[src/sv/jsu_pkg.sv]
// Types, character codes and decode helpers shared by the JSON string unescaper.
`default_nettype none

package jsu_pkg;

	// Decoder phase
	typedef enum logic [2:0] {
		PH_COPY = 3'd0,
		PH_ESC  = 3'd1,
		PH_UNI  = 3'd2
	} phase_t;

	// Input beat
	typedef struct packed {
		logic [7:0] in_byte;
		logic       is_last;
	} in_t;

	// Output beat
	typedef struct packed {
		logic [7:0] out_byte;
		logic       byte_valid;
		logic       end_of_string;
	} out_t;

	// Decode of one input byte: next state plus up to three results
	typedef struct packed {
		phase_t           phase;
		logic [1:0]       held_cnt;
		logic             held_we;
		logic [1:0]       n;
		out_t [2:0]       res;
	} dec_t;

	localparam logic [7:0] CH_BSL   = 8'h5C;
	localparam logic [7:0] CH_U     = 8'h75;
	localparam logic [7:0] CH_B     = 8'h62;
	localparam logic [7:0] CH_F     = 8'h66;
	localparam logic [7:0] CH_N     = 8'h6E;
	localparam logic [7:0] CH_R     = 8'h72;
	localparam logic [7:0] CH_T     = 8'h74;
	localparam logic [7:0] CC_BS    = 8'h08;
	localparam logic [7:0] CC_FF    = 8'h0C;
	localparam logic [7:0] CC_LF    = 8'h0A;
	localparam logic [7:0] CC_CR    = 8'h0D;
	localparam logic [7:0] CC_TAB   = 8'h09;
	localparam logic [15:0] CODE_MAX = 16'h007F;
	localparam int unsigned HELD_DEPTH = 3;

	// Map the byte after a backslash to its decoded value
	function automatic logic [7:0] map_escape(input logic [7:0] c);
		logic [7:0] r;
		unique case (c)
			CH_B:    r = CC_BS;
			CH_F:    r = CC_FF;
			CH_N:    r = CC_LF;
			CH_R:    r = CC_CR;
			CH_T:    r = CC_TAB;
			default: r = c;
		endcase
		return r;
	endfunction

	// Hex digit value: bit 4 set when the byte is a hex digit
	function automatic logic [4:0] hex_val(input logic [7:0] c);
		logic [4:0] r;
		r = 5'd0;
		if (c >= 8'h30 && c <= 8'h39) begin
			r = {1'b1, c[3:0]};
		end else if ((c >= 8'h61 && c <= 8'h66) || (c >= 8'h41 && c <= 8'h46)) begin
			r = {1'b1, 4'(c[3:0] + 4'd9)};
		end
		return r;
	endfunction

endpackage

`default_nettype wire

[src/sv/jsu_decode.sv]
// Combinational decode of one input byte against the current unescape state.
`default_nettype none

module jsu_decode (
	input  var jsu_pkg::in_t          item,
	input  var jsu_pkg::phase_t       phase,
	input  var logic [1:0]            held_cnt,
	input  var logic [2:0][7:0]       held,
	output jsu_pkg::dec_t             dec
);

	always_comb begin
		logic [1:0]  n;
		logic [7:0]  t0;
		logic [7:0]  t1;
		logic [7:0]  t2;
		logic [1:0]  nxt;
		logic [15:0] code;
		logic        run;
		logic [4:0]  hv;
		logic [3:0][7:0] q;

		dec          = '0;
		dec.phase    = jsu_pkg::PH_COPY;
		dec.held_cnt = held_cnt;
		n            = 2'd0;
		nxt          = 2'd0;
		code         = 16'd0;
		run          = 1'b1;
		hv           = 5'd0;

		// Tail bytes: held ones first, then the current byte
		t0 = (held_cnt == 2'd0) ? item.in_byte : held[0];
		t1 = (held_cnt == 2'd1) ? item.in_byte : held[1];
		t2 = item.in_byte;
		q  = {item.in_byte, held[2], held[1], held[0]};

		unique case (phase)
			jsu_pkg::PH_ESC: begin
				if (item.in_byte == jsu_pkg::CH_U) begin
					if (!item.is_last) begin
						dec.phase    = jsu_pkg::PH_UNI;
						dec.held_cnt = 2'd0;
					end
				end else begin
					dec.res[n] = '{jsu_pkg::map_escape(item.in_byte), 1'b1, 1'b0};
					n = n + 2'd1;
				end
			end
			jsu_pkg::PH_UNI: begin
				if (held_cnt < 2'(jsu_pkg::HELD_DEPTH) && !item.is_last) begin
					// Collect one more byte of the \u escape
					dec.held_we  = 1'b1;
					dec.held_cnt = held_cnt + 2'd1;
					dec.phase    = jsu_pkg::PH_UNI;
				end else if (held_cnt < 2'(jsu_pkg::HELD_DEPTH)) begin
					// String ended early: decode the held bytes as plain text
					if (t0 == jsu_pkg::CH_BSL && held_cnt != 2'd0) begin
						if (t1 != jsu_pkg::CH_U) begin
							dec.res[n] = '{jsu_pkg::map_escape(t1), 1'b1, 1'b0};
							n = n + 2'd1;
						end
						nxt = 2'd2;
					end else begin
						dec.res[n] = '{t0, 1'b1, 1'b0};
						n = n + 2'd1;
						nxt = 2'd1;
					end
					if (nxt == 2'd1 && held_cnt != 2'd0) begin
						if (t1 == jsu_pkg::CH_BSL && held_cnt == 2'd2) begin
							if (t2 != jsu_pkg::CH_U) begin
								dec.res[n] = '{jsu_pkg::map_escape(t2), 1'b1, 1'b0};
								n = n + 2'd1;
							end
						end else begin
							dec.res[n] = '{t1, 1'b1, 1'b0};
							n = n + 2'd1;
							if (held_cnt == 2'd2) begin
								dec.res[n] = '{t2, 1'b1, 1'b0};
								n = n + 2'd1;
							end
						end
					end else if (nxt == 2'd2 && held_cnt == 2'd2) begin
						dec.res[n] = '{t2, 1'b1, 1'b0};
						n = n + 2'd1;
					end
				end else begin
					// Four bytes in hand: read the leading hex digits
					dec.held_cnt = 2'd0;
					for (int k = 0; k < 4; k++) begin
						hv = jsu_pkg::hex_val(q[k]);
						if (run && hv[4]) begin
							code = {code[11:0], hv[3:0]};
						end else begin
							run = 1'b0;
						end
					end
					if (code <= jsu_pkg::CODE_MAX) begin
						dec.res[n] = '{code[7:0], 1'b1, 1'b0};
						n = n + 2'd1;
					end
				end
			end
			default: begin
				if (item.in_byte == jsu_pkg::CH_BSL && !item.is_last) begin
					dec.phase = jsu_pkg::PH_ESC;
				end else begin
					dec.res[n] = '{item.in_byte, 1'b1, 1'b0};
					n = n + 2'd1;
				end
			end
		endcase

		// Close the string: mark the final result, or send an empty one
		if (item.is_last) begin
			dec.phase    = jsu_pkg::PH_COPY;
			dec.held_cnt = 2'd0;
			if (n == 2'd0) begin
				dec.res[0] = '{8'd0, 1'b0, 1'b1};
				n = 2'd1;
			end else begin
				dec.res[n - 2'd1].end_of_string = 1'b1;
			end
		end
		dec.n = n;
	end

endmodule

`default_nettype wire

[src/sv/json_string_unescape_top.sv]
// Top level of the JSON string unescaper: input register, decode, result bank.
//
//   port group                      dir   beat
//   in_valid / in_ready / in_data   in    one escaped byte + last mark
//   out_valid / out_ready / out_data out  one decoded byte + valid + end mark
//
// One input beat per cycle while out_ready stays high and each byte yields
// at most one result; a byte that yields several results (up to three, at
// a string end inside \u) holds the result bank until all are drained. The
// path runs through the input register, then the result bank loaded from the decode logic.
// Reset clears the phase, held count and both valid flags; the held
// bytes are not reset. The input register takes a beat while the bank
// still waits on out_ready.
`default_nettype none

module json_string_unescape_top (
	input  var logic          clk,
	input  var logic          arst_n,
	input  var logic          in_valid,
	output logic              in_ready,
	input  var jsu_pkg::in_t  in_data,
	output logic              out_valid,
	input  var logic          out_ready,
	output jsu_pkg::out_t     out_data
);

	jsu_pkg::in_t        item_s1;
	logic                vld_s1;
	jsu_pkg::out_t [2:0] bank_s2;
	logic [1:0]          bank_cnt_s2;
	logic [1:0]          bank_rd_s2;
	jsu_pkg::phase_t     phase_q;
	logic [1:0]          held_cnt_q;
	logic [2:0][7:0]     held_q;
	jsu_pkg::dec_t       dec;
	logic                load;
	logic                pop;

	// Decode the registered byte
	jsu_decode u_dec (
		.item     (item_s1),
		.phase    (phase_q),
		.held_cnt (held_cnt_q),
		.held     (held_q),
		.dec      (dec)
	);

	// Handshake
	assign pop       = out_valid && out_ready;
	assign load      = vld_s1 && (bank_cnt_s2 == 2'd0 || (bank_cnt_s2 == 2'd1 && out_ready));
	assign in_ready  = !vld_s1 || load;
	assign out_valid = bank_cnt_s2 != 2'd0;
	assign out_data  = bank_s2[bank_rd_s2];

	// Hold the accepted input beat
	always_ff @(posedge clk or negedge arst_n) begin
		if (!arst_n) begin
			vld_s1 <= 1'b0;
		end else if (in_valid && in_ready) begin
			vld_s1 <= 1'b1;
		end else if (load) begin
			vld_s1 <= 1'b0;
		end
	end

	always_ff @(posedge clk) begin
		if (in_valid && in_ready) begin
			item_s1 <= in_data;
		end
	end

	// Load the result bank, then drain it one beat at a time
	always_ff @(posedge clk or negedge arst_n) begin
		if (!arst_n) begin
			bank_cnt_s2 <= 2'd0;
			bank_rd_s2  <= 2'd0;
		end else if (load) begin
			bank_cnt_s2 <= dec.n;
			bank_rd_s2  <= 2'd0;
		end else if (pop) begin
			bank_cnt_s2 <= bank_cnt_s2 - 2'd1;
			bank_rd_s2  <= bank_rd_s2 + 2'd1;
		end
	end

	always_ff @(posedge clk) begin
		if (load) begin
			bank_s2 <= dec.res;
		end
	end

	// Advance the unescape state
	always_ff @(posedge clk or negedge arst_n) begin
		if (!arst_n) begin
			phase_q    <= jsu_pkg::PH_COPY;
			held_cnt_q <= 2'd0;
		end else if (load) begin
			phase_q    <= dec.phase;
			held_cnt_q <= dec.held_cnt;
		end
	end

	always_ff @(posedge clk) begin
		if (load && dec.held_we) begin
			held_q[held_cnt_q] <= item_s1.in_byte;
		end
	end

	// Held bytes exist only inside a \u escape
	a_held_in_uni: assert property (@(posedge clk) disable iff (!arst_n)
		held_cnt_q != 2'd0 |-> phase_q == jsu_pkg::PH_UNI)
		else $error("held bytes outside a \\u escape");

	// A shown end-of-string beat means the state has already returned to copying
	a_end_idle: assert property (@(posedge clk) disable iff (!arst_n)
		out_valid && out_data.end_of_string |->
			phase_q == jsu_pkg::PH_COPY && held_cnt_q == 2'd0)
		else $error("state not cleared at end of string");

	// A last byte always yields at least one result
	a_last_result: assert property (@(posedge clk) disable iff (!arst_n)
		load && item_s1.is_last |-> dec.n != 2'd0)
		else $error("last byte produced no result");

	// Draining the final bank entry without a reload empties the output
	a_drain: assert property (@(posedge clk) disable iff (!arst_n)
		pop && bank_cnt_s2 == 2'd1 && !load |=> !out_valid)
		else $error("result bank did not drain");

endmodule

`default_nettype wire
[config.mk]
export PLATFORM = sky130hd
export DESIGN_NAME = json_string_unescape_top
export DESIGN_NICKNAME = d
export VERILOG_FILES = /design/src/sv/jsu_pkg.sv /design/src/sv/jsu_decode.sv /design/src/sv/json_string_unescape_top.sv
export SDC_FILE = /design/constraint.sdc
export NUM_CORES = 1
export LEC_CHECK = 0
export BUFFER_PORTS_ARGS = -buffer_cell sky130_fd_sc_hd__buf_2
export CAP_MARGIN = 20
export CORE_ASPECT_RATIO = 1.5
export CORE_MARGIN = 1.5
export CORE_UTILIZATION = 35
export CTS_BUF_LIST = sky130_fd_sc_hd__clkbuf_8
export CTS_CLUSTER_DIAMETER = 200
export CTS_CLUSTER_SIZE = 20
export DETAILED_ROUTE_END_ITERATION = 12
export SLEW_MARGIN = 20
export SYNTH_ARGS = -nofsm -noshare
export SYNTH_HDL_FRONTEND = slang
export SYNTH_SLANG_ARGS = --single-unit
export TNS_END_PERCENT = 1
[constraint.sdc]
create_clock -name clk -period 4.3 [get_ports clk]
set_clock_uncertainty 0.1 [all_clocks]
set_input_delay 0.215 -clock clk [delete_from_list [all_inputs] [get_ports clk]]
set_output_delay 0.215 -clock clk [all_outputs]
set_load 0.02 [all_outputs]
==> flow_metrics.py <==
metrics = {
    "sta": {
        "post-route-period-util_pct": 89.6,
        "fmax_ghz": 0.259,
        "tns_ns": 0,
        "setup_viol": 0,
        "min_period_ns": 3.85,
        "relSlewSlack_pct": 53.7,
        "drv_slew": 0,
        "hold_viol": 0,
        "worst_slew_pin_slew_ns": 0.686,
        "rsz0062_at_grt": "false",
    },
    "setup_path": {
        "cp.required_ns": 4.39,
        "worstPathMaxFanout": 9,
        "endpoint_kind": "flop",
        "worstSetupPathType": "reg2reg",
        "arrival_ns": 3.95,
        "timing.critical_path.from_type": "flop",
    },
    "run_status": {
        "status": "completed",
    },
    "drt": {
        "wl_per_cell_um": 20.4,
        "wirelength_mm": 17.5,
        "dr.pass1.iters": 5,
        "viasPerCell": 5.92,
        "vias": 5076,
        "drc_errors": 0,
        "drtAntennaViolNets": 0,
        "drt-initial-drc-count": 403,
    },
    "placement": {
        "globalplace.congestion": 0.996,
        "io_buffers": 24,
        "hpwl_mm": 13.5,
    },
    "yosys": {
        "netlist.area_leader.share_pct": 33.1,
        "async_reset_ff_share_pct": 12.5,
        "synth_xor_area_share_pct": 0.460,
        "ys_ff_latch": 72,
        "syn-num-nets": 658,
        "synth_top_area_cell": "edfxtp_1",
        "synth.distinct_cells": 91,
        "synthTopCellsByArea": "edfxtp_1, ha_1, nand2_1",
        "synthMuxAreaShare_pct": 6.15,
        "synthSimpleGateAreaFrac_pct": 20.7,
        "ys.flop_type": "edfxtp_1",
        "synthAdderAreaFrac_pct": 6.57,
        "synth_compound_area_share_pct": 23.8,
        "synth_top_family_by_area": "compound AO/OA/AOI/OAI gates",
        "yosysWarnings": 0,
        "avgSynthCellArea_um2": 9.29,
        "yosysSeqAreaShare_pct": 37.0,
        "synth_edf_count": 63,
        "netlist_area_mm2": 0.00571,
        "syn_inst": 615,
    },
    "worst_hold_path": {
        "min_path_type": "in2reg",
    },
    "final_layout": {
        "n_antenna_cell": 0,
        "final_nets": 690,
        "areaGrowthSynthToFinish_pct": 11.7,
        "final_util_pct": 39.6,
        "drive_above_1_share_pct": 14.3,
    },
    "clocking": {
        "max-clock-path-buffers": 2,
        "clock_latency_ns": 0.36,
        "clock_sinks": 72,
        "cts_tree": "done",
        "cts_buffers": 9,
        "cts-root-buf": "clkbuf_8",
        "clk_pin_slew_ns": 0.08,
        "h-tree-depth": 3,
    },
    "floorplan": {
        "pin_count": 25,
        "die_h_um": 159,
        "die_x_um": 107,
        "start_util_pct": 35.5,
        "coreArea_mm2": 0.0161,
        "rows": 57,
        "die-area_mm2": 0.0171,
    },
    "pwr": {
        "p_comb_share_pct": 30.8,
        "pwr-share-clk_pct": 25.1,
        "leakagePower_uw": 0.00236,
        "switchingPower_uw": 857,
        "p_per_area_mw_per_mm2": 375,
        "power.share.switching_pct": 35.8,
        "p_int_uw": 1540,
        "ir_worst_vdd_mv": 0.218,
        "seq_power_share_pct": 44.1,
    },
    "global_route": {
        "grt_overflow": 0,
        "first_global_vias": 4891,
        "grt_max_degree": 33,
        "grt.total_usage_pct": 20.8,
        "antenna_found_initial": 0,
        "grt_pass1_wl_mm": 27.3,
    },
    "run": {
        "cap_viol_max_count": 0,
    },
}
-- critical path, stage by stage, from the launching register on --
cell and delay, ns:
edfxtp_1 0.54, nor4b_1 0.56, nand3_1 0.33, nor2_1 0.34, nand2_1 0.25, inv_1 0.16
ha_1 0.24, inv_1 0.05, a31oi_1 0.03, or3b_1 0.41, and2_1 0.19, nand2b_1 0.11
a21oi_2 0.09, nor4_2 0.29
-- cells in the final DEF (no fill, tap or decap), types with 10 or more instances in the layout --
master	instances
mux2i_1	23
nand2_1	65
edfxtp_1	63
buf_4	17
nand2b_1	18
inv_1	35
buf_2	24
o21ai_0	46
nor2_1	39
nand3_1	11
and2_1	10
dlygate4sd3_1	11
a21oi_1	38
ha_1	30
nor3_1	17
clkbuf_8	10
-- synthesized netlist by cell type (all sizes together) (3+ instances only) --
cell type,n
nand2,65
edfxtp,63
o21ai,49
a21oi,39
nor2,39
inv,34
ha,30
mux2i,25
nand2b,18
nor3,18
clkbuf,17
buf,14
and2,12
nand3,12
a211oi,10
dfrtp,9
nor2b,9
o211ai,9
mux2,8
a31oi,7
a21o,6
and3,6
o31ai,6
a21boi,5
a32oi,5
nor4b,5
o21bai,5
o22ai,5
or3,5
or3b,5
a2111oi,4
a22oi,4
a31o,4
nand3b,4
nor4,4
a221oi,3
a2bb2oi,3
nand4b,3
nor3b,3
o21a,3
o2bb2ai,3
-- layer usage --
| layer | vias to the layer above | part of all wire (%) | GRT usage, % |
|---|---|---|---|
| li1 | 2380 | - | - |
| met1 | 2472 | 39 | 24.6 |
| met2 | 178 | 52 | 36.6 |
| met3 | 46 | 4.6 | 2.82 |
| met4 | 0 | 4.3 | 9.88 |
| met5 | - | 0 | 0 |
-- kinds of logic after synthesis --
group | after synthesis
compound gates | 192
fa+ha+maj | 30
buf+inv | 65
flops | 72
mux | 33
simple gates | 220
xor+xnor | 3
-- power by group through the flow --
stage / registers, uW / logic (uW) / clock network [uW]
after global routing: 1070 / 802 / 637
after global placement: 1070 / 715 / 0
after CTS: 1060 / 736 / 606
after floorplan: 1010 / 515 / 0
final: 1060 / 736 / 601
after detailed placement: 1070 / 727 / 0
-- worst paths after layout --
path                             from  slack, ns  cells past startpoint            end
setup / recovery            held_q[0]       0.45                     13     bank_s2[4]
hold / removal              out_ready       0.12                      4  bank_rd_s2[0]
setup reg to reg            held_q[0]       0.45                     13     bank_s2[4]
hold reg to reg            phase_q[1]       0.42                      2     phase_q[1]
max in group asynchronous      arst_n       3.73                      2  held_cnt_q[0]
min in group asynchronous      arst_n       0.16                      2     phase_q[1]
-- registers in the layout (all words and copies together), names as in the netlist --
name / flops
bank_cnt_s2: 2
held_q: 24
item_s1: 9
vld_s1: 1
bank_rd_s2: 2
bank_s2: 30
phase_q: 2
held_cnt_q: 2
-- per-stage QoR --
| step | cells | power (uW) | instance area, um^2 | hold slack, ns | setup slack, ns |
|---|---|---|---|---|---|
| 2_1_floorplan | 615 | 1530 | 5710 | -0.181 | 0.610 |
| 3_3_place_gp | 831 | 1790 | 6050 | 0.00111 | 0.650 |
| 3_5_place_dp | 831 | 1800 | 6050 | 0.00410 | 0.533 |
| 4_1_cts | 858 | 2400 | 6380 | 0.110 | 0.516 |
| 5_1_grt | 858 | 2510 | 6380 | 0.161 | 0.156 |
| 6_report | 858 | 2390 | 6380 | 0.120 | 0.446 |
-- area by class of cell --
cell class              instances  area, um^2
inverters                      34         128
repair buffers                 52         358
well taps                     206         258
fillers                      1610        9740
flip-flops and latches         72        2120
multi-input cells             478        3300
clock inverters                 6        83.8
clock buffers                  10         138
-- timing repair --
item,4_1_cts,5_1_grt
gates resized for setup,0,0
setup buffers,0,0
hold buffers,11,0
setup endpoints to repair,0,0
hold endpoints to repair,19,0
(Power assumes the default switching activity.)
